==> config.mk <==
export PLATFORM = sky130hd
export DESIGN_NAME = ncsi_cfg
export DESIGN_NICKNAME = d
export VERILOG_FILES = /design/src/rtl/core/newton_cotes_sample_integrator_unit_macros.svh /design/src/rtl/core/ncsi_pkg.sv /design/src/rtl/core/ncsi_cfg.sv
export SDC_FILE = /design/constraint.sdc
export NUM_CORES = 1
export LEC_CHECK = 0
export ABC_AREA = 1
export BUFFER_PORTS_ARGS = -buffer_cell sky130_fd_sc_hd__buf_2
export CELL_PAD_IN_SITES_DETAIL_PLACEMENT = 0
export CELL_PAD_IN_SITES_GLOBAL_PLACEMENT = 1
export CORE_AREA = 2 2 81 83
export CTS_BUF_LIST = sky130_fd_sc_hd__clkbuf_2 sky130_fd_sc_hd__clkbuf_4 sky130_fd_sc_hd__clkbuf_8
export CTS_CLUSTER_SIZE = 12
export DETAILED_ROUTE_END_ITERATION = 8
export DIE_AREA = 0 0 83 85
export GPL_TIMING_DRIVEN = 0
export PLACE_DENSITY = 0.86
export SLEW_MARGIN = 20
export SYNTH_ARGS = -nofsm -noshare
export SYNTH_HDL_FRONTEND = slang
export SYNTH_SLANG_ARGS = --single-unit
export TNS_END_PERCENT = 20
==> constraint.sdc <==
create_clock -name i_clk -period 0.85 [get_ports i_clk]
set_input_delay 0.085 -clock i_clk [delete_from_list [all_inputs] [get_ports i_clk]]
set_output_delay 0.085 -clock i_clk [all_outputs]
set_load 0.005 [all_outputs]
==> src/rtl/core/newton_cotes_sample_integrator_unit_macros.svh <==
// Assertion macros shared by the integrator RTL.
// Expects i_clk and i_rst_n in the scope of each use; no other dependencies.
`ifndef NEWTON_COTES_SAMPLE_INTEGRATOR_UNIT_MACROS_SVH
`define NEWTON_COTES_SAMPLE_INTEGRATOR_UNIT_MACROS_SVH
`ifndef SYNTHESIS
`define NCSI_ASSERT_IMP(lbl, ante, cons) \
    lbl: assert property (@(posedge i_clk) disable iff (!i_rst_n) (ante) |-> (cons)) \
        else $error("ncsi: assertion failed");
`define NCSI_ASSERT_NXT(lbl, ante, cons) \
    lbl: assert property (@(posedge i_clk) disable iff (!i_rst_n) (ante) |=> (cons)) \
        else $error("ncsi: assertion failed");
`else
`define NCSI_ASSERT_IMP(lbl, ante, cons)
`define NCSI_ASSERT_NXT(lbl, ante, cons)
`endif
`endif

==> src/rtl/core/ncsi_pkg.sv <==
// Shared types and constants of the Newton-Cotes sample integrator.
// No dependencies.
package ncsi_pkg;

    localparam int NI_W        = 13;
    localparam int SCALE_W     = 32;
    localparam int SUM_W       = 52;
    localparam int LO_W        = 32;
    localparam int HI_W        = SUM_W - LO_W;
    localparam int PROD_LO_W   = LO_W + SCALE_W;
    localparam int PROD_HI_W   = HI_W + SCALE_W;
    localparam int MID_W       = PROD_HI_W + 1;
    localparam int RND_W       = 17;
    localparam int RESULT_W    = 64;
    localparam int CFG_INDEX_W = 2;
    localparam int CFG_DATA_W  = 32;
    localparam int WEIGHT_W    = 6;

    localparam logic [1:0] RULE_TRAP    = 2'd0;
    localparam logic [1:0] RULE_SIMPSON = 2'd1;
    localparam logic [1:0] RULE_BOOLE   = 2'd2;

    localparam logic [CFG_INDEX_W-1:0] CFG_RULE          = 2'd0;
    localparam logic [CFG_INDEX_W-1:0] CFG_NUM_INTERVALS = 2'd1;
    localparam logic [CFG_INDEX_W-1:0] CFG_STEP_SCALE    = 2'd2;

    localparam logic [NI_W-1:0]    NUM_INTERVALS_RESET = 13'd4;
    localparam logic [SCALE_W-1:0] STEP_SCALE_RESET    = 32'h0001_0000;

    localparam logic [WEIGHT_W-1:0] W_ZERO       = 6'd0;
    localparam logic [WEIGHT_W-1:0] W_ONE        = 6'd1;
    localparam logic [WEIGHT_W-1:0] W_TWO        = 6'd2;
    localparam logic [WEIGHT_W-1:0] W_FOUR       = 6'd4;
    localparam logic [WEIGHT_W-1:0] W_SEVEN      = 6'd7;
    localparam logic [WEIGHT_W-1:0] W_TWELVE     = 6'd12;
    localparam logic [WEIGHT_W-1:0] W_FOURTEEN   = 6'd14;
    localparam logic [WEIGHT_W-1:0] W_THIRTYTWO  = 6'd32;

    localparam logic [RESULT_W-1:0] RESULT_MAX = 64'h7FFF_FFFF_FFFF_FFFF;
    localparam logic [RESULT_W-1:0] RESULT_MIN = 64'h8000_0000_0000_0000;
    localparam logic [LO_W:0]       RND_HALF   = 33'h0_0000_8000;

    typedef struct packed {
        logic [1:0]         rule;
        logic [NI_W-1:0]    num_intervals;
        logic [SCALE_W-1:0] step_scale;
    } t_cfg;

endpackage

==> src/rtl/core/ncsi_cfg.sv <==
// Configuration register file: rule, interval count and step scale.
// Depends on ncsi_pkg.
module ncsi_cfg
    import ncsi_pkg::*;
(
    input  logic                   i_clk,
    input  logic                   i_rst_n,
    input  logic                   i_cfg_valid,
    output logic                   o_cfg_ready,
    input  logic [CFG_INDEX_W-1:0] i_cfg_index,
    input  logic [CFG_DATA_W-1:0]  i_cfg_data,
    output t_cfg                   o_cfg
);

    t_cfg r_cfg;
    t_cfg n_cfg;

    always_comb begin
        n_cfg = r_cfg;
        if (i_cfg_valid) begin
            case (i_cfg_index)
                CFG_RULE:          n_cfg.rule          = i_cfg_data[1:0];
                CFG_NUM_INTERVALS: n_cfg.num_intervals = i_cfg_data[NI_W-1:0];
                CFG_STEP_SCALE:    n_cfg.step_scale    = i_cfg_data[SCALE_W-1:0];
                default:           n_cfg               = r_cfg;
            endcase
        end
    end

    always_ff @(posedge i_clk) begin
        if (!i_rst_n) begin
            r_cfg.rule          <= RULE_TRAP;
            r_cfg.num_intervals <= NUM_INTERVALS_RESET;
            r_cfg.step_scale    <= STEP_SCALE_RESET;
        end else begin
            r_cfg <= n_cfg;
        end
    end

    assign o_cfg_ready = 1'b1;
    assign o_cfg       = r_cfg;

endmodule

## Yosys cells after proc, flatten, opt, wreduce, memory -nomap -nowiden

Cells that the tools add are included.

- Input bits: 37
- Register bits after elaboration: 47

- Reductions and logical operators: 4
- Equality and inequality tests: 2

Operator list:

| operator | number |
|---|---|
| $reduce_and 2->1 | 3 |
| $eq 2x1->1 const B | 1 |
| $eq 2x2->1 const B | 1 |
| $logic_not 2->1 | 1 |

## Depth between registers and ports, before layout

- Depth in word-level cells: 2
- Mapped depth: 6

## Least setup slack after synthesis

No wires, ideal clock.

- Kind: input to register
- From: input port i_cfg_valid
- To: register r_cfg, in the netlist o_cfg[22]
- Arrival time: 0.655 ns
- Data required time: 0.737 ns
- Library setup time: 0.113 ns
- Buffers on the path: 2
- Slack: 0.083 ns
- Stages on the path: 5
- Cell sequence: buf_4 nand3_4 buf_4 nor2_1 nor2_1

- Cells in the longest elaborated chain, start to end: 1

RTL lines:

| element | RTL line | RTL |
|---|---|---|
| from (decl) | ncsi_cfg.sv:8 | `input logic i_cfg_valid,` |
| $reduce_and 2->1 (no source line) | - |  |
| to (signal assigned) | ncsi_cfg.sv:36 | `r_cfg <= n_cfg;` |
| to (decl) | ncsi_cfg.sv:15 | `t_cfg r_cfg;` |

No other way between the ends.
A chain may end at the register's enable or synchronous reset.

## Final worst setup path

- From: register r_cfg, in the netlist o_cfg[3]
- To: output port o_cfg[3] (netlist name)

RTL lines:

| element | RTL line | RTL |
|---|---|---|
| to (decl) | ncsi_cfg.sv:12 | `output t_cfg o_cfg` |

No word-level cell between the ends.

==> impl_metrics.yaml <==
status:
  status: "complete, no violations"
route:
  drc_errors: 0
  drt_iter0_drc: 54
  ant_nets: 0
  routedWlPerCell_um: 10.1
  drt-pass1-iter-count: 4
  dr_total_vias: 1882
  routed_wl_mm: 4.78
  drt-vias-per-instance: 4.00
clocking:
  insertion_delay_ns: 0.30
  cts_made_buffers: 5
  cts_root_buffer: "clkbuf_8"
  cts_num_sinks: 47
  h-tree-depth: 2
  clk_pin_slew_ns: 0.09
  cts_buffer_depth: 2
  tritoncts: "built"
synth:
  postSynthCellCount: 299
  synthTopCellsByCount: "90 x nand2_1, 89 x nor2_1, 47 x dfxtp_1, 47 x inv_1, 7 x buf_4"
  yosys.area.top_type: "dfxtp_1"
  synthFlopType: "dfxtp_1"
  ys.warnings.count: 0
  synth_top_area_share_pct: 47.6
  synth.cell_area_um2: 1980
  ys_seq_area_share_pct: 47.6
  avgSynthCellArea_um2: 6.62
  synth-edff-count: 0
  synth_cell_type_count: 14
  synth_nets: 336
  synth.most_common_cell: "nand2_1"
  synthTopCellsByArea: "dfxtp_1 48%, nand2_1 17%, nor2_1 17%"
  ys_async_sr_fraction_pct: 0
  synth_seq_cells: 47
setup_path:
  path_buf_inv: 1
  r2r_slack_ns: 0.13
  crit_family: "flip-flops"
  r2r_end: "o_cfg[14]"
  path_cells: "buf_2"
  critPathArrivalTime_ns: 0.75
  slowest_stage: "dfxtp_2"
  crit_path_end_kind: "output port"
  worstSetupPathType: "flip-flop to output port"
  start_kind: "flip-flop"
  cp_slowest_stage_delay_ns: 0.33
  r2r_cells: 5
  r2r-start: "o_cfg[14]"
  required_ns: 0.76
  path_max_fanout: 2
power:
  leakage_nw: 1.62
  pwr-share-comb_pct: 13.0
  seq_power_share_pct: 48.0
  p_int_w: 0.00383
  p_clk_share_pct: 39.0
  netSwitchingPower_w: 0.00117
  p_per_area_nw_per_um2: 1780
  ir_worst_vdd_uv: 855
  switching_share_pct: 23.4
min_path:
  hp-class: "input pin to flip-flop"
  worstHoldStart: "i_cfg_data[25]"
  worstHoldEndpoint: "o_cfg[25]"
  whs_path_depth: 3
floorplan:
  core-area_um2: 6200
  ioPinCount: 85
  fp.dieW_um: 83
  initial_core_util_pct: 31.9
  rows: 29
  die_height_um: 85
  die_area_um2: 7060
global_route:
  antenna_found_initial: 0
  grt_max_degree: 16
  grt_overflow: 0
  grt_first_pass_wirelength_mm: 8.01
  grt_pass1_vias: 1776
  track_usage_pct: 13.8
sta:
  clock.fmax_ghz: 1.19
  min_period_ns: 0.838
  slew_violations: 0
  grt_setup_unrepaired: "true"
  timing.hold.ws_ns: 0.00377
  setup_viol: 0
  period_share_pct: 98.5
  finalHoldViolCount: 0
  fin_skew_ns: 0
cells_and_area:
  largest_reg_flops: 47
  fillers: 643
  area_delta_synth_final_pct: 42.2
  num_antenna_cells: 0
  drive_gt1_share_pct: 38.1
  final_util_pct: 45.3
  nNetsFinal: 430
job:
  drv_cap: 0
placement:
  hpwl_mm: 3.49
  gp_congestion: 0.705
  portBuffers: 81
-- final cells by class --
type                    count  area (µm²)  area share, %
multi-input cells         190         753           26.8
plain buffers              15         108           3.83
flip-flops and latches     47         998           35.5
clock inverters             3        67.6           2.40
repair buffers             87         544           19.4
clock buffers               5        68.8           2.45
inverters                  47         176           6.27
well taps                  77        96.3           3.43
-- worst max path at each step --
stage | endpoint | cells after the start | from | slack [ns]
after floorplan | o_cfg[22] | 5 | i_cfg_valid | 0.08
after global placement | o_cfg[9] | 6 | i_cfg_index[0] | -0.13
after detailed placement | o_cfg[9] | 6 | i_cfg_index[0] | -0.14
after CTS | o_cfg[2] | 1 | o_cfg[2] | -0.01
after global routing | o_cfg[6] | 1 | o_cfg[6] | -0.03
final | o_cfg[3] | 1 | o_cfg[3] | 0.01
-- kinds of logic after synthesis --
group	count (synthesis)	synth area share (%)
other cells	1	0.190
flops	47	47.6
buf+inv	62	14.4
compound gates	2	0.506
simple gates	187	37.4
-- layer usage --
| metal | track usage, % | routed length (µm) |
|---|---|---|
| met5 | 0 | 0 |
| met4 | 3.58 | 31 |
| met3 | 4.77 | 371 |
| met2 | 23.5 | 2190 |
| met1 | 16.8 | 2180 |
-- stage by stage --
stage | setup slack (ns) | area [µm²] | power (W) | instances | setup TNS, ns
2_1_floorplan | 0.0827 | 1980 | 0.00275 | 299 | 0
3_3_place_gp | -0.134 | 2480 | 0.00301 | 457 | -3.89
3_5_place_dp | -0.143 | 2480 | 0.00302 | 457 | -3.95
4_1_cts | -0.00979 | 2690 | 0.00502 | 469 | -0.0343
5_1_grt | -0.0342 | 2810 | 0.00526 | 471 | -0.371
6_report | 0.0125 | 2810 | 0.00500 | 471 | 0
-- power groups by stage --
stage | combinational (W) | clock (W) | sequential (W)
6_report | 0.000651 | 0.00195 | 0.00240
5_1_grt | 0.000746 | 0.00210 | 0.00241
4_1_cts | 0.000620 | 0.00202 | 0.00238
3_5_place_dp | 0.000599 | 0 | 0.00242
3_3_place_gp | 0.000593 | 0 | 0.00242
2_1_floorplan | 0.000311 | 0 | 0.00243
-- repair_timing --
action / 4_1_cts / 5_1_grt
hold endpoints to repair: 4 / 1
resized for setup: 24 / 35
pin swaps: 0 / 0
endpoints found under the setup margin: 23 / 46
hold buffers: 4 / 1
gates cloned: 0 / 0
setup buffers: 0 / 1
-- layout by cell type (no fill, tap or decap) --
cell / n
dfxtp_1: 1
nand2_1: 90
dfxtp_2: 46
inv_1: 47
conb_1: 1
clkbuf_8: 5
buf_1: 2
dlygate4sd3_1: 5
clkbuf_1: 1
nand3_4: 2
buf_6: 16
nor2_1: 89
buf_4: 8
bufinv_16: 2
a21oi_1: 2
nand4_1: 2
buf_2: 70
clkinvlp_4: 1
nand3_1: 4
Power figures use the tool's default switching activity.
