==> src/rtl/core/newton_cotes_sample_integrator_unit_macros.svh <==
// Assertion macros shared by the integrator RTL.
// Expects i_clk and i_rst_n in the scope of each use; no other dependencies.
`ifndef NEWTON_COTES_SAMPLE_INTEGRATOR_UNIT_MACROS_SVH
`define NEWTON_COTES_SAMPLE_INTEGRATOR_UNIT_MACROS_SVH
`ifndef SYNTHESIS
`define NCSI_ASSERT_IMP(lbl, ante, cons) \
    lbl: assert property (@(posedge i_clk) disable iff (!i_rst_n) (ante) |-> (cons)) \
        else $error("ncsi: assertion failed");
`define NCSI_ASSERT_NXT(lbl, ante, cons) \
    lbl: assert property (@(posedge i_clk) disable iff (!i_rst_n) (ante) |=> (cons)) \
        else $error("ncsi: assertion failed");
`else
`define NCSI_ASSERT_IMP(lbl, ante, cons)
`define NCSI_ASSERT_NXT(lbl, ante, cons)
`endif
`endif

==> src/rtl/core/ncsi_pkg.sv <==
// Shared types and constants of the Newton-Cotes sample integrator.
// No dependencies.
package ncsi_pkg;

    localparam int NI_W        = 13;
    localparam int SCALE_W     = 32;
    localparam int SUM_W       = 52;
    localparam int LO_W        = 32;
    localparam int HI_W        = SUM_W - LO_W;
    localparam int PROD_LO_W   = LO_W + SCALE_W;
    localparam int PROD_HI_W   = HI_W + SCALE_W;
    localparam int MID_W       = PROD_HI_W + 1;
    localparam int RND_W       = 17;
    localparam int RESULT_W    = 64;
    localparam int CFG_INDEX_W = 2;
    localparam int CFG_DATA_W  = 32;
    localparam int WEIGHT_W    = 6;

    localparam logic [1:0] RULE_TRAP    = 2'd0;
    localparam logic [1:0] RULE_SIMPSON = 2'd1;
    localparam logic [1:0] RULE_BOOLE   = 2'd2;

    localparam logic [CFG_INDEX_W-1:0] CFG_RULE          = 2'd0;
    localparam logic [CFG_INDEX_W-1:0] CFG_NUM_INTERVALS = 2'd1;
    localparam logic [CFG_INDEX_W-1:0] CFG_STEP_SCALE    = 2'd2;

    localparam logic [NI_W-1:0]    NUM_INTERVALS_RESET = 13'd4;
    localparam logic [SCALE_W-1:0] STEP_SCALE_RESET    = 32'h0001_0000;

    localparam logic [WEIGHT_W-1:0] W_ZERO       = 6'd0;
    localparam logic [WEIGHT_W-1:0] W_ONE        = 6'd1;
    localparam logic [WEIGHT_W-1:0] W_TWO        = 6'd2;
    localparam logic [WEIGHT_W-1:0] W_FOUR       = 6'd4;
    localparam logic [WEIGHT_W-1:0] W_SEVEN      = 6'd7;
    localparam logic [WEIGHT_W-1:0] W_TWELVE     = 6'd12;
    localparam logic [WEIGHT_W-1:0] W_FOURTEEN   = 6'd14;
    localparam logic [WEIGHT_W-1:0] W_THIRTYTWO  = 6'd32;

    localparam logic [RESULT_W-1:0] RESULT_MAX = 64'h7FFF_FFFF_FFFF_FFFF;
    localparam logic [RESULT_W-1:0] RESULT_MIN = 64'h8000_0000_0000_0000;
    localparam logic [LO_W:0]       RND_HALF   = 33'h0_0000_8000;

    typedef struct packed {
        logic [1:0]         rule;
        logic [NI_W-1:0]    num_intervals;
        logic [SCALE_W-1:0] step_scale;
    } t_cfg;

endpackage

==> src/rtl/core/ncsi_accum.sv <==
// Weight selection and running weighted sum; hands the final sum to the scaler.
// Depends on ncsi_pkg and the assertion macro header.
`include "newton_cotes_sample_integrator_unit_macros.svh"
module ncsi_accum
    import ncsi_pkg::*;
#(
    parameter int MAX_INTERVALS = 4096,
    parameter int SAMPLE_WIDTH  = 32
) (
    input  logic                           i_clk,
    input  logic                           i_rst_n,
    input  t_cfg                           i_cfg,
    input  logic                           i_valid,
    output logic                           o_ready,
    input  logic signed [SAMPLE_WIDTH-1:0] i_sample,
    output logic                           o_sum_valid,
    input  logic                           i_sum_ready,
    output logic [SUM_W-1:0]               o_sum
);

    localparam int IDX_W = $clog2(MAX_INTERVALS + 1);
    localparam int CMP_W = (IDX_W > NI_W) ? IDX_W : NI_W;

    logic [IDX_W-1:0]    r_index;
    logic [SUM_W-1:0]    r_acc;
    logic                r_sum_v;
    logic [SUM_W-1:0]    r_sum;
    logic [IDX_W-1:0]    n_index;
    logic [SUM_W-1:0]    n_acc;

    logic [CMP_W-1:0]    n_raw;
    logic [IDX_W-1:0]    n_eff;
    logic [IDX_W-1:0]    idx;
    logic [IDX_W-1:0]    last;
    logic                is_final;
    logic [WEIGHT_W-1:0] weight;
    logic [SUM_W-1:0]    s_ext;
    logic [SUM_W-1:0]    term;
    logic                sum_rdy;
    logic                accept;

    assign n_raw = CMP_W'(i_cfg.num_intervals);

    always_comb begin
        if (n_raw == '0) begin
            n_eff = IDX_W'(1);
        end else if (n_raw > CMP_W'(MAX_INTERVALS)) begin
            n_eff = IDX_W'(MAX_INTERVALS);
        end else begin
            n_eff = IDX_W'(n_raw);
        end
    end

    assign idx      = (r_index > n_eff) ? n_eff : r_index;
    assign is_final = (idx == n_eff);
    assign last     = {n_eff[IDX_W-1:2], 2'b00};

    always_comb begin
        case (i_cfg.rule)
            RULE_SIMPSON: begin
                if (idx == '0 || is_final) begin
                    weight = W_ONE;
                end else begin
                    weight = idx[0] ? W_FOUR : W_TWO;
                end
            end
            RULE_BOOLE: begin
                if (last == '0 || idx > last) begin
                    weight = W_ZERO;
                end else if (idx == '0 || idx == last) begin
                    weight = W_SEVEN;
                end else if (idx[0]) begin
                    weight = W_THIRTYTWO;
                end else if (idx[1]) begin
                    weight = W_TWELVE;
                end else begin
                    weight = W_FOURTEEN;
                end
            end
            default: begin
                weight = (idx == '0 || is_final) ? W_ONE : W_TWO;
            end
        endcase
    end

    assign s_ext = SUM_W'(i_sample);
    assign term  = s_ext * SUM_W'(weight);
    assign n_acc = r_acc + term;

    assign sum_rdy = !r_sum_v || i_sum_ready;
    assign o_ready = !is_final || sum_rdy;
    assign accept  = i_valid && o_ready;

    assign n_index = idx + IDX_W'(1);

    always_ff @(posedge i_clk) begin
        if (!i_rst_n) begin
            r_index <= '0;
            r_acc   <= '0;
            r_sum_v <= 1'b0;
        end else begin
            if (accept) begin
                if (is_final) begin
                    r_index <= '0;
                    r_acc   <= '0;
                end else begin
                    r_index <= n_index;
                    r_acc   <= n_acc;
                end
            end
            if (sum_rdy) begin
                r_sum_v <= accept && is_final;
            end
        end
    end

    always_ff @(posedge i_clk) begin
        if (sum_rdy && accept && is_final) begin
            r_sum <= n_acc;
        end
    end

    assign o_sum_valid = r_sum_v;
    assign o_sum       = r_sum;

    `NCSI_ASSERT_NXT(a_index_advance, accept && !is_final, r_index == $past(n_index))
    `NCSI_ASSERT_IMP(a_stall_only_on_final, !o_ready, r_sum_v && is_final)

endmodule

==> config.mk <==
export PLATFORM = sky130hd
export DESIGN_NAME = ncsi_accum
export DESIGN_NICKNAME = d
export VERILOG_FILES = /design/src/rtl/core/ncsi_pkg.sv /design/src/rtl/core/ncsi_accum.sv
export VERILOG_INCLUDE_DIRS = /design/src /design/src/rtl/core
export SDC_FILE = /design/constraint.sdc
export NUM_CORES = 1
export LEC_CHECK = 0
export BUFFER_PORTS_ARGS = -buffer_cell sky130_fd_sc_hd__buf_2
export CELL_PAD_IN_SITES_DETAIL_PLACEMENT = 1
export CELL_PAD_IN_SITES_GLOBAL_PLACEMENT = 2
export CORE_MARGIN = 4
export CORE_UTILIZATION = 38
export DETAILED_ROUTE_END_ITERATION = 10
export PLACE_DENSITY_LB_ADDON = 0.25
export SYNTH_ARGS = -nofsm -noshare
export SYNTH_HDL_FRONTEND = slang
export SYNTH_SLANG_ARGS = --single-unit
==> constraint.sdc <==
create_clock -name i_clk -period 13.2 [get_ports i_clk]
set_input_delay 0.66 -clock i_clk [delete_from_list [all_inputs] [get_ports i_clk]]
set_output_delay 0.66 -clock i_clk [all_outputs]
set_load 0.05 [all_outputs]
Word-level counts from Yosys, hierarchy flattened
Cells that the tools add are included.

word-level totals
  word-level logic and storage cells = 41
  register bits = 118
  output and inout port bits = 54

operators by class
  add/sub/neg operators = 2
  $mul = 1
  $lt $le $gt $ge = 3
  reduce and logical (&&, ||, !) cells = 14
  equality and inequality tests = 4
  multiplexer cells = 13

operators with widths
  kind                   count
  $add 52x52->52         1
  $mux 13                4
  $mux 52                1
  $logic_not 13->1       3
  $mul 32x7->39          1
  $eq 13x13->1           2
  $gt 13x13->1           2
  $mux 6                 3
  $add 13x1->13 const B  1
  $gt 13x13->1 const B   1
  $pmux 6 s2             1
  $mux 3                 2
  $logic_or 1x1->1       5
  $logic_and 1x1->1      4
  $mux 2                 2
  $eq 2x1->1 const B     1
  $eq 2x2->1 const B     1
  $logic_not 1->1        2

Longest topological paths before layout
  depth after elaboration = 13
  mapped depth = 58
  mapped depth without buffers = 53

Worst setup path after synthesis
Ideal clock, no wire load.

  kind = in2reg
  start = input i_cfg[44] in the netlist's numbering
  end = register r_acc[49]
  path slack = 1942 ps
  path buffers = 6
  data arrival time = 11141 ps
  setup time = 117 ps
  stages = 56
  cell sequence = clkinv_1 -> buf_1 -> nand2_1 -> ha_1 -> a21oi_1 -> o21ai_1 -> a221oi_2 -> a21o_1 -> buf_4 -> buf_2 -> buf_2 -> nand2_1 -> o21ai_0 -> ha_1 -> nand3_1 -> a21oi_1 -> o311ai_0 -> nand2_1 -> [... 20 more ...] -> a21boi_0 -> nor3_1 -> o21bai_1 -> a21oi_1 -> xnor2_1 -> ha_1 -> clkbuf_1 -> a21oi_1 -> o21bai_1 -> a32oi_1 -> a32oi_1 -> and3_1 -> a21o_1 -> o22a_4 -> a2111oi_4 -> nor3_1 -> xor2_1 -> a22o_1

on the way
  longest elaborated chain between the ends = 13
  elaborated cells between the ends (all ways) = 28
  those cells by class = add/sub: 1; mul: 1; order compare: 3; eq/ne: 2; mux: 12; reduce/logical: 9

ends and longest elaborated chain
  what                                                                  RTL line           source
  from (decl)                                                           ncsi_accum.sv:12   input t_cfg i_cfg,
  $gt 13x13->1                                                          ncsi_accum.sv:47   end else if (n_raw > CMP_W'(MAX_INTERVALS)) begin
  $mux 13                                                               ncsi_accum.sv:47
  $mux 13 *                                                             ncsi_accum.sv:45   if (n_raw == '0) begin
  parallel branches: the longest is 6 deep, another holds $gt 13x13->1  n/a
  $pmux 6 s2 *                                                          ncsi_accum.sv:59   case (i_cfg.rule)
  $mul 32x7->39 *                                                       ncsi_accum.sv:87   assign term = s_ext * SUM_W'(weight);
  $add 52x52->52 *                                                      ncsi_accum.sv:88   assign n_acc = r_acc + term;
  net n_acc[49]                                                         ncsi_accum.sv:29   logic [SUM_W-1:0] n_acc;
  $mux 52 *                                                             ncsi_accum.sv:103  if (is_final) begin
  to (signal assigned)                                                  ncsi_accum.sv:108  r_acc <= n_acc;
  to (decl)                                                             ncsi_accum.sv:25   logic [SUM_W-1:0] r_acc;

Mark *: on every way through the listed nets, which the timed path passes.
A chain may end at the register's enable or synchronous reset.

Final worst setup path
  start = input i_cfg[36] in the netlist's numbering
  end = register r_acc[49]

Same word-level chain as after synthesis.

==> flow_summary.toml <==
[yosys]
synth.cell_area_um2 = 13700
syn_inst = 1563
netlist_top_cells_area = "fa_1 (14%), ha_1 (14%), edfxtp_1 (11%), dfxtp_1 (9.6%), inv_1 (5.0%)"
synth_enable_flop_cells = 52
synth-seq-cells = 118
synth_top_area_share_pct = 14.5
syn_avg_cell_area_um2 = 8.77
synth_nets = 1902
synth.distinct_cells = 81
ys_seq_area_share_pct = 21.0
ys.flop_type = "dfxtp_1"
synth_top_cell_by_area = "fa_1"
synth.most_common_cell = "inv_1"
synthArstFlopShare_pct = 0
yosys_warnings = 0
synth_commonest_cells = "inv_1 (184), ha_1 (157), nand2_1 (128)"

[clocking]
clockBufferDepth = 2
clock_latency_ps = 420
cts_root_buf = "clkbuf_16"
cts.reportedPaths.clkPinSlew_ps = 60
cts_buffers = 17
htreeDepth = 4
cts_num_sinks = 118
post_cts_buffers = 0
tritoncts = "yes"

[global_routing]
grt_pass1_vias = 12100
grtUsageTotal_pct = 19.4
grt_pass1_wl_um = 62200
antenna_found_initial = 0
grt_overflow = 0
grt_max_degree = 53

[min_path]
min_to = "r_acc[32]"
holdCritStartpoint = "r_acc[32]"
whs_path_depth = 1
hold_class = "reg -> reg"

[setup_path]
crit_arrival_ps = 12380
cp.required_ps = 13510
rr_worst_depth = 50
r2r-end = "r_acc[49]"
worst_r2r_startpoint = "r_index[8]"
cpPeakStageDelay_ps = 540
startpoint_type = "input port"
crit_path_end_kind = "flop"
setup.worst_path.class = "in -> reg"
crit_slowest_cell = "fa_1"
crit_path_frequent_cell = "a21oi_1"
worstPathMaxFanout = 32
r2r_slack_ps = 1640

[placement]
place.detailed.hpwl_um = 29400
place_congestion = 0.849
portBuffers = 104
placed_cells = 2122

[routing]
ant_nets = 0
route.vias.total = 11300
avgViaCountPerCell = 5.25
wl_per_cell_um = 17.3
drc_errors = 0
drt_iter0_markers = 488
routed_wl_um = 37300
first_pass_iters = 5

[timing]
hold_viol = 0
finalCritPeriodShare_pct = 91.5
fin_worst_skew_ps = 7.36
maxSlewHeadroom_pct = 25.8
maxSlewViolCount = 0
final.setup.tns_ps = 0
whs_ps = 489
worst_pin_slew_ps = 1110
setup_viol = 0
fmax_ghz = 0.0828
rsz0062_at_grt = "false"
period_needed_ps = 12070

[power]
report.power.total_mw = 2.45
power.density_nw_per_um2 = 157
leakagePower_nw = 7.62
peakVddDrop_mv = 0.0785

[cells_and_area]
n_antenna_cell = 0
final_util_pct = 43.8
fin_cells = 2154
fin_nets = 2019
drive_gt1_share_pct = 12.9
area_delta_synth_final_pct = 13.8

[die]
rows = 69
core-area_um2 = 35600
fp.dieW_um = 198
die_area_um2 = 39200
io_pins = 137
initial_core_util_pct = 38.5
die-height_um = 198

[flow_run]
drv_cap = 0

[status]
status = "finished, final reports clean"
==> cells by family (layout without fill, tap and decap cells) <==
| kind of cell | Yosys count | in the layout | share of synthesized area (%) |
|---|---|---|---|
| AND/OR/NAND/NOR | 481 | 481 | 18.3 |
| multiplexers | 2 | 2 | 0.146 |
| XOR/XNOR | 93 | 93 | 6.05 |
| flip-flops | 118 | 118 | 21.0 |
| buffers and inverters | 237 | 367 | 6.61 |
| adder cells (fa/ha/maj) | 256 | 256 | 28.8 |
| AO/OA/AOI/OAI | 376 | 376 | 19.0 |
==> sequential cells by signal, summed over array words and instances, names as in the netlist <==
register     count
r_acc           52
o_sum_valid      1
o_sum           52
r_index         13
==> power by group <==
| group | internal, mW | total (mW) | switching [mW] |
|---|---|---|---|
| registers | 0.502 | 0.543 | 0.0408 |
| clock network | 0.285 | 0.471 | 0.186 |
| logic | 0.583 | 1.43 | 0.849 |
==> per-layer routing <==
layer | wire length, um | GRT usage, % | up-vias
met3 | 1060 | 2.02 | 29
li1 | - | - | 5611
met4 | 444 | 3.93 | 0
met1 | 18500 | 27.4 | 5516
met2 | 17300 | 32.3 | 146
met5 | 0 | 0 | -
==> area by class of cell <==
cell class              instances  area (um2)
clock buffers                  19         443
clock inverters                13         148
fillers                      4214       20000
inverters                     185         698
multi-input cells            1208        9950
flip-flops and latches        118        2880
well taps                     461         577
repair buffers                150         891
==> cells in the final DEF (no fill, tap or decap), types with 22 or more instances in the layout <==
cell type  netlist  layout
nand2b_1        24      24
a22oi_1         42      42
xor2_1          26      26
edfxtp_1        52      52
a21oi_1         94      94
inv_1          184     184
fa_1            99      99
o21ai_0         44      44
and2_1          96      96
nand3_1         24      24
nor2b_1         77      77
nor2_1          65      64
a22o_1          22      22
a21o_1          47      46
nand2_1        128     128
dfxtp_1         66      66
ha_1           157     157
xnor2_1         65      65
buf_4            1      44
buf_2           10     104
==> worst max-delay path, delay by kind of cell <==
family	cells	cell delay, ps
compound gates	26	5490
xor+xnor	2	410
fa+ha+maj	8	2920
buf+inv	6	790
simple gates	12	2040
==> timing repair <==
| action | CTS | global route |
|---|---|---|
| setup endpoints to repair | 0 | 18 |
| gates resized for setup | 0 | 3 |
| hold buffers | 0 | 0 |
==> per-stage QoR <==
| step | area, um2 | setup WS, ps |
|---|---|---|
| after floorplan | 13700 | 1940 |
| after global placement | 15000 | 520 |
| after detailed placement | 15000 | 356 |
| after CTS | 15600 | 772 |
| after global routing | 15600 | 167 |
| final | 15600 | 1130 |
==> worst max-delay path by stage <==
stage | from | endpoint | cells after the start
finish | i_cfg[36] | r_acc[49] | 54
global route | i_cfg[36] | r_acc[48] | 55
CTS | i_cfg[44] | r_acc[49] | 53
detailed placement | i_cfg[44] | r_acc[49] | 53
global placement | i_cfg[36] | r_acc[49] | 54
floorplan | i_cfg[44] | r_acc[49] | 56
Note: power is estimated with default switching activity, not from simulation.
