==> config.mk <==
export PLATFORM = sky130hd
export DESIGN_NAME = ncsi_scale
export DESIGN_NICKNAME = d
export VERILOG_FILES = /design/src/rtl/core/ncsi_pkg.sv /design/src/rtl/core/ncsi_scale.sv
export VERILOG_INCLUDE_DIRS = /design/src /design/src/rtl/core
export SDC_FILE = /design/constraint.sdc
export NUM_CORES = 2
export LEC_CHECK = 0
export ABC_AREA = 1
export BUFFER_PORTS_ARGS = -buffer_cell sky130_fd_sc_hd__clkbuf_2
export CAP_MARGIN = 20
export CORE_UTILIZATION = 69
export CTS_CLUSTER_SIZE = 28
export DETAILED_ROUTE_END_ITERATION = 8
export GPL_ROUTABILITY_DRIVEN = 0
export PLACE_DENSITY = 0.87
export SYNTH_ARGS = -nofsm -noshare
export SYNTH_HDL_FRONTEND = slang
export SYNTH_SLANG_ARGS = --single-unit
==> constraint.sdc <==
create_clock -name i_clk -period 28.8 [get_ports i_clk]
set_input_delay 5.76 -clock i_clk [delete_from_list [all_inputs] [get_ports i_clk]]
set_output_delay 5.76 -clock i_clk [all_outputs]
set_load 0.05 [all_outputs]
==> src/rtl/core/newton_cotes_sample_integrator_unit_macros.svh <==
// Assertion macros shared by the integrator RTL.
// Expects i_clk and i_rst_n in the scope of each use; no other dependencies.
`ifndef NEWTON_COTES_SAMPLE_INTEGRATOR_UNIT_MACROS_SVH
`define NEWTON_COTES_SAMPLE_INTEGRATOR_UNIT_MACROS_SVH
`ifndef SYNTHESIS
`define NCSI_ASSERT_IMP(lbl, ante, cons) \
    lbl: assert property (@(posedge i_clk) disable iff (!i_rst_n) (ante) |-> (cons)) \
        else $error("ncsi: assertion failed");
`define NCSI_ASSERT_NXT(lbl, ante, cons) \
    lbl: assert property (@(posedge i_clk) disable iff (!i_rst_n) (ante) |=> (cons)) \
        else $error("ncsi: assertion failed");
`else
`define NCSI_ASSERT_IMP(lbl, ante, cons)
`define NCSI_ASSERT_NXT(lbl, ante, cons)
`endif
`endif

==> src/rtl/core/ncsi_pkg.sv <==
// Shared types and constants of the Newton-Cotes sample integrator.
// No dependencies.
package ncsi_pkg;

    localparam int NI_W        = 13;
    localparam int SCALE_W     = 32;
    localparam int SUM_W       = 52;
    localparam int LO_W        = 32;
    localparam int HI_W        = SUM_W - LO_W;
    localparam int PROD_LO_W   = LO_W + SCALE_W;
    localparam int PROD_HI_W   = HI_W + SCALE_W;
    localparam int MID_W       = PROD_HI_W + 1;
    localparam int RND_W       = 17;
    localparam int RESULT_W    = 64;
    localparam int CFG_INDEX_W = 2;
    localparam int CFG_DATA_W  = 32;
    localparam int WEIGHT_W    = 6;

    localparam logic [1:0] RULE_TRAP    = 2'd0;
    localparam logic [1:0] RULE_SIMPSON = 2'd1;
    localparam logic [1:0] RULE_BOOLE   = 2'd2;

    localparam logic [CFG_INDEX_W-1:0] CFG_RULE          = 2'd0;
    localparam logic [CFG_INDEX_W-1:0] CFG_NUM_INTERVALS = 2'd1;
    localparam logic [CFG_INDEX_W-1:0] CFG_STEP_SCALE    = 2'd2;

    localparam logic [NI_W-1:0]    NUM_INTERVALS_RESET = 13'd4;
    localparam logic [SCALE_W-1:0] STEP_SCALE_RESET    = 32'h0001_0000;

    localparam logic [WEIGHT_W-1:0] W_ZERO       = 6'd0;
    localparam logic [WEIGHT_W-1:0] W_ONE        = 6'd1;
    localparam logic [WEIGHT_W-1:0] W_TWO        = 6'd2;
    localparam logic [WEIGHT_W-1:0] W_FOUR       = 6'd4;
    localparam logic [WEIGHT_W-1:0] W_SEVEN      = 6'd7;
    localparam logic [WEIGHT_W-1:0] W_TWELVE     = 6'd12;
    localparam logic [WEIGHT_W-1:0] W_FOURTEEN   = 6'd14;
    localparam logic [WEIGHT_W-1:0] W_THIRTYTWO  = 6'd32;

    localparam logic [RESULT_W-1:0] RESULT_MAX = 64'h7FFF_FFFF_FFFF_FFFF;
    localparam logic [RESULT_W-1:0] RESULT_MIN = 64'h8000_0000_0000_0000;
    localparam logic [LO_W:0]       RND_HALF   = 33'h0_0000_8000;

    typedef struct packed {
        logic [1:0]         rule;
        logic [NI_W-1:0]    num_intervals;
        logic [SCALE_W-1:0] step_scale;
    } t_cfg;

endpackage

==> src/rtl/core/ncsi_scale.sv <==
// Scaling pipeline: magnitude, split product, rounding, saturation, result register.
// Depends on ncsi_pkg and the assertion macro header.
`include "newton_cotes_sample_integrator_unit_macros.svh"
module ncsi_scale
    import ncsi_pkg::*;
(
    input  logic                       i_clk,
    input  logic                       i_rst_n,
    input  logic [SCALE_W-1:0]         i_step_scale,
    input  logic                       i_valid,
    output logic                       o_ready,
    input  logic [SUM_W-1:0]           i_sum,
    output logic                       o_valid,
    input  logic                       i_ready,
    output logic signed [RESULT_W-1:0] o_integral,
    output logic                       o_saturated
);

    logic                 r_v2, r_v3, r_v4, r_v5, r_v6;
    logic                 rdy2, rdy3, rdy4, rdy5, rdy6;

    logic                 r_neg2, r_neg3, r_neg4, r_neg5;
    logic [SUM_W-1:0]     r_mag2;
    logic [PROD_LO_W-1:0] r_plo3;
    logic [PROD_HI_W-1:0] r_phi3;
    logic [MID_W-1:0]     r_mid4;
    logic [RND_W-1:0]     r_rnd4;
    logic [RESULT_W-1:0]  r_r5;
    logic                 r_big5;
    logic [RESULT_W-1:0]  r_integral;
    logic                 r_sat;

    logic [SUM_W-1:0]     n_mag2;
    logic [PROD_LO_W-1:0] n_plo3;
    logic [PROD_HI_W-1:0] n_phi3;
    logic [MID_W-1:0]     n_mid4;
    logic [LO_W:0]        rnd_sum;
    logic [RND_W-1:0]     n_rnd4;
    logic [RESULT_W-1:0]  n_r5;
    logic                 n_big5;
    logic [RESULT_W-1:0]  lim;
    logic                 n_sat;
    logic [RESULT_W-1:0]  clamped;
    logic [RESULT_W-1:0]  n_integral;

    assign rdy6 = !r_v6 || i_ready;
    assign rdy5 = !r_v5 || rdy6;
    assign rdy4 = !r_v4 || rdy5;
    assign rdy3 = !r_v3 || rdy4;
    assign rdy2 = !r_v2 || rdy3;

    assign n_mag2 = i_sum[SUM_W-1] ? (SUM_W'(0) - i_sum) : i_sum;

    assign n_plo3 = PROD_LO_W'(r_mag2[LO_W-1:0]) * PROD_LO_W'(i_step_scale);
    assign n_phi3 = PROD_HI_W'(r_mag2[SUM_W-1:LO_W]) * PROD_HI_W'(i_step_scale);

    assign n_mid4  = MID_W'(r_plo3[PROD_LO_W-1:LO_W]) + MID_W'(r_phi3);
    assign rnd_sum = {1'b0, r_plo3[LO_W-1:0]} + RND_HALF;
    assign n_rnd4  = rnd_sum[LO_W:LO_W-RND_W+1];

    assign n_big5 = |r_mid4[MID_W-1:RESULT_W-17];
    assign n_r5   = {1'b0, r_mid4[RESULT_W-18:0], 16'h0000} + RESULT_W'(r_rnd4);

    assign lim        = r_neg5 ? RESULT_MIN : RESULT_MAX;
    assign n_sat      = r_big5 || (r_r5 > lim);
    assign clamped    = n_sat ? lim : r_r5;
    assign n_integral = r_neg5 ? (RESULT_W'(0) - clamped) : clamped;

    always_ff @(posedge i_clk) begin
        if (!i_rst_n) begin
            r_v2 <= 1'b0;
            r_v3 <= 1'b0;
            r_v4 <= 1'b0;
            r_v5 <= 1'b0;
            r_v6 <= 1'b0;
        end else begin
            if (rdy2) r_v2 <= i_valid;
            if (rdy3) r_v3 <= r_v2;
            if (rdy4) r_v4 <= r_v3;
            if (rdy5) r_v5 <= r_v4;
            if (rdy6) r_v6 <= r_v5;
        end
    end

    always_ff @(posedge i_clk) begin
        if (rdy2) begin
            r_mag2 <= n_mag2;
            r_neg2 <= i_sum[SUM_W-1];
        end
        if (rdy3) begin
            r_plo3 <= n_plo3;
            r_phi3 <= n_phi3;
            r_neg3 <= r_neg2;
        end
        if (rdy4) begin
            r_mid4 <= n_mid4;
            r_rnd4 <= n_rnd4;
            r_neg4 <= r_neg3;
        end
        if (rdy5) begin
            r_r5   <= n_r5;
            r_big5 <= n_big5;
            r_neg5 <= r_neg4;
        end
        if (rdy6) begin
            r_integral <= n_integral;
            r_sat      <= n_sat;
        end
    end

    assign o_ready     = rdy2;
    assign o_valid     = r_v6;
    assign o_integral  = r_integral;
    assign o_saturated = r_sat;

    `NCSI_ASSERT_IMP(a_sat_at_limit, r_v6 && r_sat, r_integral == RESULT_MAX || r_integral == RESULT_MIN)
    `NCSI_ASSERT_IMP(a_full_when_blocked, !rdy2, r_v2 && r_v3 && r_v4 && r_v5 && r_v6)

endmodule

# == Word level (Yosys, flattened, before mapping) ==
# Index checks and enable logic that the tools add are counted.
# word_totals
regBits,377
inputBits,88
output_inout_bits,67
# classes
n_addsub,5
mul,2
n_lt_le_gt_ge,1
muxes,4
reduce_logical,12
# ops
op,n
$mux W64,3
$add A63 B17 Y64,1
$gt A64 B64 Y1,1
$mul A32 B32 Y64,1
$sub A1 B64 Y64 const A,1
$add A32 B52 Y53,1
$mul A20 B32 Y52,1
$sub A1 B52 Y52 const A,1
$mux W51,1
$add A32 B16 Y33 const B,1
$logic_or A1 B1 Y1,6
$reduce_or A6 Y1,1
$logic_not A1 Y1,5

# == Longest topological paths before layout ==
# depth
depth_word,6
ltp_mapped,36

# == Least setup slack after synthesis ==
# Ideal clock, no wire load.
# synth_timing
path_kind,input to output
from,in i_ready
to,out o_ready
t_arrival_ns,11.821
required_time_ns,23.040
setup_slack_ns,11.219
cell_stages,8
path_buffers,0
cell_sequence,nor2_1 inv_1 nor2_1 inv_1 nor2_1 inv_1 nor2_1 nand2_1
# synth_between
elab_chain_len,5
# synth_lines
item,line_no,text
from (decl),ncsi_scale.sv:14,"input logic i_ready,"
$logic_or A1 B1 Y1,ncsi_scale.sv:46,assign rdy6 = !r_v6 || i_ready;
via rdy6,ncsi_scale.sv:20,"logic rdy2, rdy3, rdy4, rdy5, rdy6;"
$logic_or A1 B1 Y1,ncsi_scale.sv:47,assign rdy5 = !r_v5 || rdy6;
via rdy5,ncsi_scale.sv:20,
$logic_or A1 B1 Y1,ncsi_scale.sv:48,assign rdy4 = !r_v4 || rdy5;
via rdy4,ncsi_scale.sv:20,
$logic_or A1 B1 Y1,ncsi_scale.sv:49,assign rdy3 = !r_v3 || rdy4;
$logic_or A1 B1 Y1,ncsi_scale.sv:50,assign rdy2 = !r_v2 || rdy3;
to (decl),ncsi_scale.sv:11,"output logic o_ready,"
# The timed path passes the listed nets, and every way through them passes these cells.

# == Final worst setup path ==
# Same ends and word-level chain as after synthesis.

==> flow_metrics.env <==
export IMPL_status="finished, final reports clean"
export IMPL_die_y_um=332
export IMPL_drt_pass1_iterations=7
export IMPL_synth_nets=11300
export IMPL_min_from="r_rnd4[0]$_DFFE_PP_"
export IMPL_ant_nets=0
export IMPL_antenna_found_initial=2
export IMPL_crit_start="i_ready"
export IMPL_synth_edf_count=357
export IMPL_grt_start_max_net_pins=111
export IMPL_rsz0062_at_grt="no"
export IMPL_setup_viol=0
export IMPL_worst_setup_path_type="input port to primary output"
export IMPL_path_delay_family="buffers and inverters"
export IMPL_ys_seq_area_share_pct=14.4
export IMPL_place_inst=10500
export IMPL_period_share_pct=48.9
export IMPL_dp_hpwl_um=152000
export IMPL_overflow=0
export IMPL_drc=0
export IMPL_area_sequential_um2=10800
export IMPL_antenna_cells=0
export IMPL_grt_total_usage_pct=37.0
export IMPL_nets=11200
export IMPL_critPathMaxStageDelay_ps=650
export IMPL_avgSynthCellArea_um2=8.14
export IMPL_whs_endpoint="r_r5[0]$_DFFE_PP_"
export IMPL_final_cell_mix="inv_1, nand2_1, fa_1"
export IMPL_layout_cells_non_filler=10600
export IMPL_die_area_um2=110000
export IMPL_synth_top_area_share_pct=38.2
export IMPL_post_place_ws_ps=14690
export IMPL_drt_iter0_markers=6392
export IMPL_crit_slowest_cell="buf_4"
export IMPL_vias=61300
export IMPL_slew_viol_final=0
export IMPL_clockRootBuffer="clkbuf_16"
export IMPL_cts_hold_fix_buffers=0
export IMPL_multi_input_area_um2=52700
export IMPL_syn_instance_count=9212
export IMPL_initial_utilization_pct=69.8
export IMPL_worst_slack_ps=14700
export IMPL_syn_to_final_growth_pct=4.11
export IMPL_critical_path_cell_chain="clkbuf_2, nor2_1, inv_2, nor2_1, inv_2, buf_4, nor2_1, inv_2, buf_4, nor2_1, nand2_2, clkbuf_2"
export IMPL_worst_slew_pin_slew_ps=1100
export IMPL_hold_viol=0
export IMPL_clock_path_buffers=3
export IMPL_rr_endpoint="r_plo3[47]$_DFFE_PP_"
export IMPL_num_io_pins=155
export IMPL_wl_per_cell_um=18.8
export IMPL_crit_buf_inv=7
export IMPL_synth_distinct_cells=59
export IMPL_ys_flop_type="edfxtp_1"
export IMPL_cap_violations=0
export IMPL_final_common_cell="inv_1"
export IMPL_yosysTopAreaCell="fa_1"
export IMPL_num_rows=120
export IMPL_numPortBuffers=154
export IMPL_cp_required_ps=23040
export IMPL_clock_latency_ps=630
export IMPL_core_area_um2=108000
export IMPL_yosys_warnings=0
export IMPL_worstPathMaxFanout=73
export IMPL_fmax_mhz=70.9
export IMPL_path_clk_slew_ps=60
export IMPL_ys_seq_elements=362
export IMPL_first_global_vias=65600
export IMPL_via_per_inst=5.81
export IMPL_yosys_top_cells_area="fa_1, edfxtp_1, inv_1, nand2_1, ha_1"
export IMPL_ff2ff_path_depth=24
export IMPL_drive_gt1_share_pct=3.95
export IMPL_tns_ps=0
export IMPL_hp_class="flip-flop to flip-flop"
export IMPL_hold_path_depth=0
export IMPL_post_cts_buffers=0
export IMPL_cts_made_buffers=40
export IMPL_htreeDepth=2
export IMPL_postSynth_asyncResetShare_pct=0
export IMPL_path_common_cell="nor2_1"
export IMPL_crit_path_start_kind="input port"
export IMPL_dieWidth_um=332
export IMPL_relSlewSlack_pct=26.6
export IMPL_post_route_min_period_ps=14100
export IMPL_reg2reg_from="r_mag2[26]$_DFFE_PP_"
export IMPL_finalWirelength_um=198000
export IMPL_arrival_ps=8340
export IMPL_numClockSinks=362
export IMPL_fill_cells=7444
export IMPL_syn_area_um2=75000
export IMPL_cts_resized_gates=0
export IMPL_skew_ps=49.8
export IMPL_grt_pass1_wl_um=324000
export IMPL_end_kind="primary output"
export IMPL_r2r_slack_ps=20690
export IMPL_cts_tree="yes"
==> worst max-delay path by stage <==
stage	slack, ps	depth (start not counted)	to
floorplan	11220	8	o_ready
global placement	14720	12	o_ready
detailed placement	14690	12	o_ready
CTS	14670	12	o_ready
global route	14470	12	o_ready
finish	14700	12	o_ready
==> synthesized netlist by cell type, drive strengths merged (4+ instances only) <==
| master | count |
|---|---|
| edfxtp | 357 |
| nand4 | 40 |
| a31oi | 55 |
| nor3b | 4 |
| buf | 38 |
| dfxtp | 5 |
| o21a | 27 |
| a21o | 8 |
| nor3 | 63 |
| nand3 | 229 |
| and3 | 4 |
| inv | 2654 |
| ha | 523 |
| xnor2 | 103 |
| xor2 | 154 |
| nor2 | 402 |
| nand3b | 7 |
| a21oi | 240 |
| o311ai | 5 |
| nor4 | 22 |
| nand2 | 2284 |
| o21bai | 7 |
| clkbuf | 348 |
| fa | 1432 |
| a21boi | 11 |
| o21ai | 153 |
| o31ai | 6 |
| a211oi | 4 |
| o211ai | 7 |
==> logic make-up (layout without fill, tap and decap cells) <==
| kind of cell | after synthesis | count (layout) | share of synthesized area [%] |
|---|---|---|---|
| flops | 362 | 362 | 14.4 |
| compound gates | 536 | 536 | 4.00 |
| buf+inv | 3040 | 2978 | 15.3 |
| fa+ha+maj | 1955 | 1955 | 46.9 |
| xor+xnor | 257 | 257 | 3.00 |
| mux | 1 | 1 | 0.0150 |
| simple gates | 3061 | 3061 | 16.3 |
==> registers in the layout (all words and copies together), names as in the netlist, 17 cells and up <==
signal / count
r_mid4: 53
r_rnd4: 17
o_integral: 64
r_r5: 64
r_mag2: 52
r_phi3: 52
r_plo3: 49
==> metrics by stage <==
stage               cell area [um2]  util (%)  hold WS (ps)
floorplan                     75000         -           400
global placement              76800      71.4           406
detailed placement            76800      71.4           405
CTS                           78100      72.7           418
global route                  78100      72.7           439
finish                        78100      72.7           416
==> worst reg2reg max path: stages, from the launching register on <==
cell	delay (ps)
edfxtp_1	960
buf_4	440
nand2_1	100
inv_1	110
fa_1	420
fa_1	650
inv_1	90
fa_1	500
fa_1	520
inv_1	60
fa_1	560
fa_1	440
fa_1	510
inv_1	60
fa_1	480
inv_1	40
ha_1	450
nand2_1	150
nor2_1	220
inv_1	90
nor2_1	130
inv_1	70
nor2_1	130
a21oi_1	110
xnor2_1	540
==> per-layer routing <==
layer	track usage, %	vias to the layer above	routed length (um)
li1	-	26500	-
met1	45.1	29500	68000
met2	60.9	4175	92200
met3	7.81	1053	23700
met4	21.9	4	14200
met5	0	-	47
==> cell type report <==
type,instances,share of cell area [%]
clock inverter,29,0.421
clock buffer,45,1.31
sequential,362,13.9
inverter,2654,12.8
timing repair buffer,250,1.91
tap,1403,2.25
multi-input combinational,5810,67.5
Power is left out: the tool's default activity adds up to more than one toggle a clock period on the data nets, which glitch-free logic cannot reach.
